===== src/sv/sfd_pkg.sv =====
// Shared constants and types for the stuffed frame deframer.
package sfd_pkg;

  // Default frame size limit; payload offsets stay below this value.
  localparam int MaxFrameBytes = 2048;

  // Configuration register indexes (byte address is four times the index).
  localparam logic [1:0] RegStartCode  = 2'd0;
  localparam logic [1:0] RegEndCode    = 2'd1;
  localparam logic [1:0] RegEscapeCode = 2'd2;
  localparam logic [1:0] RegMinFrame   = 2'd3;

  // Register reset values.
  localparam logic [7:0]  StartCodeReset = 8'h02;
  localparam logic [7:0]  EndCodeReset   = 8'h03;
  localparam logic [7:0]  EscapeReset    = 8'h10;
  localparam logic [11:0] MinFrameReset  = 12'd21;

  // Final status codes.
  localparam logic [2:0] StOk          = 3'd0;
  localparam logic [2:0] StCheck       = 3'd1;
  localparam logic [2:0] StBadEscape   = 3'd2;
  localparam logic [2:0] StStrayStart  = 3'd3;
  localparam logic [2:0] StOverflow    = 3'd4;

  // Header bytes captured on the fly.
  localparam int LenHiOffset = 2;
  localparam int LenLoOffset = 3;
  localparam int ProtoOffset = 9;

  // Accepted protocol numbers.
  localparam logic [7:0] ProtoIcmp = 8'h01;
  localparam logic [7:0] ProtoTcp  = 8'h06;
  localparam logic [7:0] ProtoUdp  = 8'h11;

  // One result item.
  typedef struct packed {
    logic [2:0]  status;
    logic        last;
    logic [10:0] offset;
    logic [7:0]  value;
  } result_t;

endpackage


===== src/sv/stuffed_frame_deframer.sv =====
// Top level of the stuffed frame deframer: unstuffing, header capture and result buffer.
//
// Raw serial bytes enter on the slave stream (s_t*), one byte per transfer. A start
// code opens a frame; inside it an escape code makes the following start, end or
// escape code literal. Every payload byte leaves on the master stream (m_t*) with
// its offset in the frame. At the end code, or when the frame is aborted by a bad
// escape, a stray start code or an overflow, one final status transfer is sent
// with m_tlast high and the frame length as offset. Bytes outside a frame and
// escape codes produce no output.
// One byte is taken every cycle while the skid register is empty, set by the
// single state update between the input and the output register. A two-entry
// output buffer (output register plus skid register) keeps the input open
// while one result waits; s_tready drops only while both hold a result, so a
// stalled receiver stalls the input once the skid register fills.
// Synchronous reset (rst) clears the frame state, empties the output buffer and
// loads the code registers with their defaults. The APB port writes the start,
// end and escape codes and the minimum frame length; write them only while idle.
module stuffed_frame_deframer #(
  parameter int MAX_FRAME_BYTES = sfd_pkg::MaxFrameBytes
) (
  input  logic        clk,
  input  logic        rst,
  // Input stream
  input  logic        s_tvalid,
  output logic        s_tready,
  input  logic [7:0]  s_tdata,   // [7:0] rx_byte
  // Output stream
  output logic        m_tvalid,
  input  logic        m_tready,
  output logic [23:0] m_tdata,   // [7:0] byte_value, [18:8] byte_offset, [23:19] zero
  output logic        m_tlast,   // frame_end
  output logic [2:0]  m_tuser,   // [2:0] frame_status
  // Configuration port
  input  logic        psel,
  input  logic        penable,
  input  logic        pwrite,
  input  logic [3:0]  paddr,
  input  logic [31:0] pwdata,
  output logic [31:0] prdata,
  output logic        pready
);

  // Byte counter holds offsets up to MAX_FRAME_BYTES-1.
  localparam int CntW = $clog2(MAX_FRAME_BYTES);
  localparam logic [CntW-1:0] LastOffset = CntW'(MAX_FRAME_BYTES - 1);

  // Configuration registers.
  logic [7:0]  start_code;
  logic [7:0]  end_code;
  logic [7:0]  escape_code;
  logic [11:0] min_frame_bytes;

  // Frame state.
  logic            in_frame, in_frame_next;
  logic            in_escape, in_escape_next;
  logic [CntW-1:0] byte_count, byte_count_next;
  logic [15:0]     captured_length, captured_length_next;
  logic [7:0]      captured_protocol, captured_protocol_next;

  // Output buffer.
  sfd_pkg::result_t out_data, skid_data, result;
  logic             skid_valid;
  logic             result_valid;

  logic s_fire, m_fire, cfg_write;

  assign pready    = 1'b1;
  assign cfg_write = psel && penable && pwrite;
  assign s_fire    = s_tvalid && s_tready;
  assign m_fire    = m_tvalid && m_tready;
  assign s_tready  = !skid_valid;

  // Register writes.
  always_ff @(posedge clk) begin
    if (rst) begin
      start_code      <= sfd_pkg::StartCodeReset;
      end_code        <= sfd_pkg::EndCodeReset;
      escape_code     <= sfd_pkg::EscapeReset;
      min_frame_bytes <= sfd_pkg::MinFrameReset;
    end else if (cfg_write) begin
      case (paddr[3:2])
        sfd_pkg::RegStartCode:  start_code      <= pwdata[7:0];
        sfd_pkg::RegEndCode:    end_code        <= pwdata[7:0];
        sfd_pkg::RegEscapeCode: escape_code     <= pwdata[7:0];
        sfd_pkg::RegMinFrame:   min_frame_bytes <= pwdata[11:0];
        default: ;
      endcase
    end
  end

  // Register reads.
  always_comb begin
    case (paddr[3:2])
      sfd_pkg::RegStartCode:  prdata = {24'd0, start_code};
      sfd_pkg::RegEndCode:    prdata = {24'd0, end_code};
      sfd_pkg::RegEscapeCode: prdata = {24'd0, escape_code};
      sfd_pkg::RegMinFrame:   prdata = {20'd0, min_frame_bytes};
      default:                prdata = 32'd0;
    endcase
  end

  // Byte classification and frame checks.
  logic        is_start, is_end, is_escape, is_literal;
  logic        proto_ok, frame_ok;
  logic        do_data, do_finish;
  logic [2:0]  finish_status;
  logic [11:0] count_ext;

  assign is_start   = s_tdata == start_code;
  assign is_end     = s_tdata == end_code;
  assign is_escape  = s_tdata == escape_code;
  assign is_literal = is_start || is_end || is_escape;
  assign count_ext  = 12'(byte_count);
  assign proto_ok   = captured_protocol == sfd_pkg::ProtoIcmp ||
                      captured_protocol == sfd_pkg::ProtoTcp  ||
                      captured_protocol == sfd_pkg::ProtoUdp;
  assign frame_ok   = count_ext >= min_frame_bytes && proto_ok &&
                      {4'd0, count_ext} == captured_length;

  // Decide what the incoming byte does. The counter never passes the last
  // offset, so an end code cannot see an overflowed count.
  always_comb begin
    do_data        = 1'b0;
    do_finish      = 1'b0;
    finish_status  = sfd_pkg::StOk;
    in_frame_next  = in_frame;
    in_escape_next = in_escape;
    if (!in_frame) begin
      if (is_start) begin
        in_frame_next  = 1'b1;
        in_escape_next = 1'b0;
      end
    end else if (in_escape) begin
      in_escape_next = 1'b0;
      if (is_literal) begin
        do_data = 1'b1;
      end else begin
        do_finish     = 1'b1;
        finish_status = sfd_pkg::StBadEscape;
      end
    end else if (is_start) begin
      do_finish     = 1'b1;
      finish_status = sfd_pkg::StStrayStart;
    end else if (is_end) begin
      do_finish     = 1'b1;
      finish_status = frame_ok ? sfd_pkg::StOk : sfd_pkg::StCheck;
    end else if (is_escape) begin
      in_escape_next = 1'b1;
    end else begin
      do_data = 1'b1;
    end

    // A payload byte that would land on the last offset aborts the frame.
    if (do_data && byte_count >= LastOffset) begin
      do_data       = 1'b0;
      do_finish     = 1'b1;
      finish_status = sfd_pkg::StOverflow;
    end
    if (do_finish) begin
      in_frame_next  = 1'b0;
      in_escape_next = 1'b0;
    end
  end

  // Counter, header captures and the result item.
  always_comb begin
    byte_count_next        = byte_count;
    captured_length_next   = captured_length;
    captured_protocol_next = captured_protocol;
    if (!in_frame && is_start) begin
      byte_count_next        = '0;
      captured_length_next   = 16'd0;
      captured_protocol_next = 8'd0;
    end
    if (do_data) begin
      byte_count_next = byte_count + CntW'(1);
      if (byte_count == CntW'(sfd_pkg::LenHiOffset)) begin
        captured_length_next[15:8] = s_tdata;
      end else if (byte_count == CntW'(sfd_pkg::LenLoOffset)) begin
        captured_length_next[7:0] = s_tdata;
      end else if (byte_count == CntW'(sfd_pkg::ProtoOffset)) begin
        captured_protocol_next = s_tdata;
      end
    end

    result_valid  = do_data || do_finish;
    result.value  = do_data ? s_tdata : 8'd0;
    result.offset = count_ext[10:0];
    result.last   = do_finish;
    result.status = do_finish ? finish_status : sfd_pkg::StOk;
  end

  // Frame state registers, updated on each input transfer.
  always_ff @(posedge clk) begin
    if (rst) begin
      in_frame          <= 1'b0;
      in_escape         <= 1'b0;
      byte_count        <= '0;
      captured_length   <= 16'd0;
      captured_protocol <= 8'd0;
    end else if (s_fire) begin
      in_frame          <= in_frame_next;
      in_escape         <= in_escape_next;
      byte_count        <= byte_count_next;
      captured_length   <= captured_length_next;
      captured_protocol <= captured_protocol_next;
    end
  end

  // Output register with a skid register behind it.
  always_ff @(posedge clk) begin
    if (rst) begin
      m_tvalid   <= 1'b0;
      skid_valid <= 1'b0;
    end else if (skid_valid) begin
      if (m_fire) begin
        out_data   <= skid_data;
        skid_valid <= 1'b0;
      end
    end else if (s_fire && result_valid) begin
      if (!m_tvalid || m_fire) begin
        out_data <= result;
        m_tvalid <= 1'b1;
      end else begin
        skid_data  <= result;
        skid_valid <= 1'b1;
      end
    end else if (m_fire) begin
      m_tvalid <= 1'b0;
    end
  end

  assign m_tdata = {5'd0, out_data.offset, out_data.value};
  assign m_tlast = out_data.last;
  assign m_tuser = out_data.status;

endmodule


===== config.mk =====
export PLATFORM = sky130hd
export DESIGN_NAME = stuffed_frame_deframer
export DESIGN_NICKNAME = d
export VERILOG_FILES = /design/src/sv/sfd_pkg.sv /design/src/sv/stuffed_frame_deframer.sv
export SDC_FILE = /design/constraint.sdc
export NUM_CORES = 1
export LEC_CHECK = 0
export ABC_AREA = 1
export BUFFER_PORTS_ARGS = -buffer_cell sky130_fd_sc_hd__buf_2
export CORE_MARGIN = 2
export CORE_UTILIZATION = 45
export CTS_BUF_LIST = sky130_fd_sc_hd__clkbuf_4
export DETAILED_ROUTE_END_ITERATION = 8
export GPL_ROUTABILITY_DRIVEN = 0
export HOLD_SLACK_MARGIN = 0.15
export PLACE_DENSITY = 0.79
export SKIP_CTS_REPAIR_TIMING = 1
export SLEW_MARGIN = 20
export SYNTH_ARGS = -nofsm -noshare
export SYNTH_HDL_FRONTEND = slang
export SYNTH_SLANG_ARGS = --single-unit

===== constraint.sdc =====
create_clock -name clk -period 3.45 [get_ports clk]
set_clock_uncertainty 0.2 [all_clocks]
set_input_delay 0.5175 -clock clk [delete_from_list [all_inputs] [get_ports clk]]
set_output_delay 0.5175 -clock clk [all_outputs]
set_load 0.05 [all_outputs]

==> reports/results.ini <==
[worst_setup_path]
crit_path_max_incr_delay_ps = 360
end_kind = flop
path_buf_inv = 2
worst_path_most_repeated_cell = nand2_1
crit_path_cell_trace = inv_1, nand2_1, nand2_1, nor2_1, nand2_1, nor2_4, nor2_2, nand2_1, nand3_1, nand2_1, nand2_2, nor2_1, nor2_1, nor2_2, buf_4
path_delay_family = simple AND/OR/NAND/NOR gates
cp.arrival_ps = 2790
critical_path.slowest_cell = dfxtp_1
critical_path_class = flop to flop
category_of_the_worst_setup_path_launch_point = flop
critPathMaxFanout = 23
cp.required_ps = 3490

[synth]
syn-instance-count = 1061
async_reset_ff_share_pct = 0
ys_seq_area_share_pct = 39.0
netlist_top_cells_count = nand2_1 (315), inv_1 (122), nor2_1 (80), o21ai_0 (76), dfxtp_1 (75)
netlist.top_cell.by_area = dfxtp_1
most_frequently_used_cell_type_in_the_post_synthesis_netlist = nand2_1
synth_area_leaders = dfxtp_1 (20%), edfxtp_1 (19%), nand2_1 (16%)
synth_area_mm2 = 0.00739
netlist.area_leader.share_pct = 20.3
number_of_enable_type_register_cells_in_the_synthesized_netlist = 46
synth.avg_cell_area_um2 = 6.96
yosys_warnings = 0
leading_register_cell_type_out_of_synthesis = dfxtp_1
synthDistinctLibCells = 48
number_of_synthesized_register_bits = 121

[global_route]
grt_max_degree = 48
antenna_found_initial = 1
grt_first_pass_wirelength_um = 31300
via_count_of_the_first_global_routing_pass = 6350
gr-total-overflow = 0
grt_use_total_pct = 22.5

[finish]
area_growth_pct = 9.20
drive_above_1_share_pct = 13.5
num-nets-final = 1184

[die]
core_mm2 = 0.0159
die_width_um = 132
io_pins = 114
floorplan.initialDensity_pct = 46.3
die-height_um = 132
floorplan.rows = 46
fp.dieArea_mm2 = 0.0175

[placed_design]
place.detailed.hpwl_um = 13500
port_buffers = 65

[hold_path]
hold_class = input pin to flop

[pwr]
design_power_total_mw = 2.81
worst_ir_drop_vdd_v = 0.000324
power.density_cell_area_mw_per_mm2 = 349
power_leakage_nw = 3.65

[timing]
fin_hold_ws_ps = 194
final_min_period_over_clock_period_pct = 79.5
final-max-slew-violation-count = 0
max-slew-margin-rel_pct = 56.2
f_max_mhz = 365
timing_hold_violations_final = 0
fin_tns_setup_ps = 0
worst_slew_pin_slew_ps = 656
rsz0062_at_grt = no
final.min_clock_period_ps = 2740
final_setup_vio_count = 0

[clocking]
cts_inserted_buffers = 17
clk_pin_slew_ps = 120
cts.sinks = 121
clockRootBuffer = clkbuf_4
cts_max_path_buffers = 2
h-tree-depth = 4
tritoncts = built
clk_latency_ps = 580

[detailed_routing]
route.vias.total = 6948
wire_per_inst_um = 14.3
drt_wl_total_um = 19300
ant_nets = 0
avgViaCountPerCell = 5.15
route.detailed.drc = 0
drtIter0Drc = 778
drt_first_pass_iters = 5

[flow_run]
drv.max_cap_violation_count = 0

[outcome]
status = complete, no violations

## area by class of cell
type	instances	area, um^2
Inverter	141	534
Tap cell	216	270
Fill cell	1553	7880
Clock inverter	14	123
Clock buffer	18	135
Antenna cell	1	2.50
Timing Repair Buffer	91	553
Sequential cell	121	2880
Multi-Input combinational cell	747	3570
## worst reg2reg max path, stage by stage (launching register included)
cell and delay, ps:
dfxtp_1 360, inv_1 70, nand2_1 60, nand2_1 70, nor2_1 170, nand2_1 110
nor2_4 190, nor2_2 80, nand2_1 80, nand3_1 180, nand2_1 190, nand2_2 100
nor2_1 120, nor2_1 50, nor2_2 90, buf_4 290
## cells by family (layout without fill, tap and decap cells)
kind of cell | Yosys count | count (layout) | share of synthesized area [%]
XOR/XNOR | 16 | 16 | 1.90
buffers and inverters | 217 | 264 | 14.0
AO/OA/AOI/OAI | 173 | 173 | 12.3
AND/OR/NAND/NOR | 518 | 518 | 30.3
flip-flops | 121 | 121 | 39.0
other | 2 | 27 | 0.102
adder cells (fa/ha/maj) | 14 | 14 | 2.37
## flip-flops by register name, summed over array words and instances (netlist names)
register,count
captured_protocol,8
m_tuser,3
min_frame_bytes,12
skid_valid,1
escape_code,8
m_tlast,1
byte_count,11
captured_length,16
start_code,8
m_tdata,19
in_escape,1
m_tvalid,1
in_frame,1
skid_data,23
end_code,8
## per-stage QoR
| stage | instance area, um^2 | cells | utilization [%] | worst slack [ps] |
|---|---|---|---|---|
| final | 8070 | 1349 | 50.6 | 708 |
| after global routing | 8070 | 1349 | 50.6 | 460 |
| after CTS | 7930 | 1335 | 49.8 | 723 |
| after detailed placement | 7680 | 1303 | 48.1 | 296 |
| after global placement | 7680 | 1303 | 48.1 | 351 |
| after floorplan | 7480 | 1085 | - | 119 |
## power by group
part	internal [mW]	total [mW]	switching (mW)
Combinational	0.0953	0.341	0.246
Sequential	1.49	1.51	0.0208
Clock	0.363	0.958	0.595
Total	1.95	2.81	0.861
## worst paths after layout
kind | from | end | slack (ps) | depth (start not counted)
max | start_code[2]$_SDFFE_PP0P_ | m_tdata[0]$_DFFE_PP_ | 710 | 15
min | rst | skid_valid$_SDFF_PP0_ | 190 | 4
max reg2reg | start_code[2]$_SDFFE_PP0P_ | m_tdata[0]$_DFFE_PP_ | 710 | 15
min reg2reg | start_code[3]$_SDFFE_PP0P_ | start_code[3]$_SDFFE_PP0P_ | 300 | 2
## cell usage in the layout (no fill, tap or decap), types with 16 or more instances in the layout
master    instances
a21oi_1          67
buf_2            65
clkbuf_4         18
conb_1           26
dfxtp_1          75
edfxtp_1         46
inv_1           122
inv_2            16
nand2_1         315
nand3_1          61
nand4_1          16
nor2_1           78
o21ai_0          76
## routing by layer
layer / vias to the layer above / share of wire, % / GRT usage [%]
met4: 0 / 2.6 / 8.76
li1: 3483 / - / -
met3: 37 / 8.8 / 5.84
met2: 293 / 45 / 35.1
met1: 3135 / 44 / 29.8
met5: - / 0 / 0
Power figures use the tool's default switching activity.
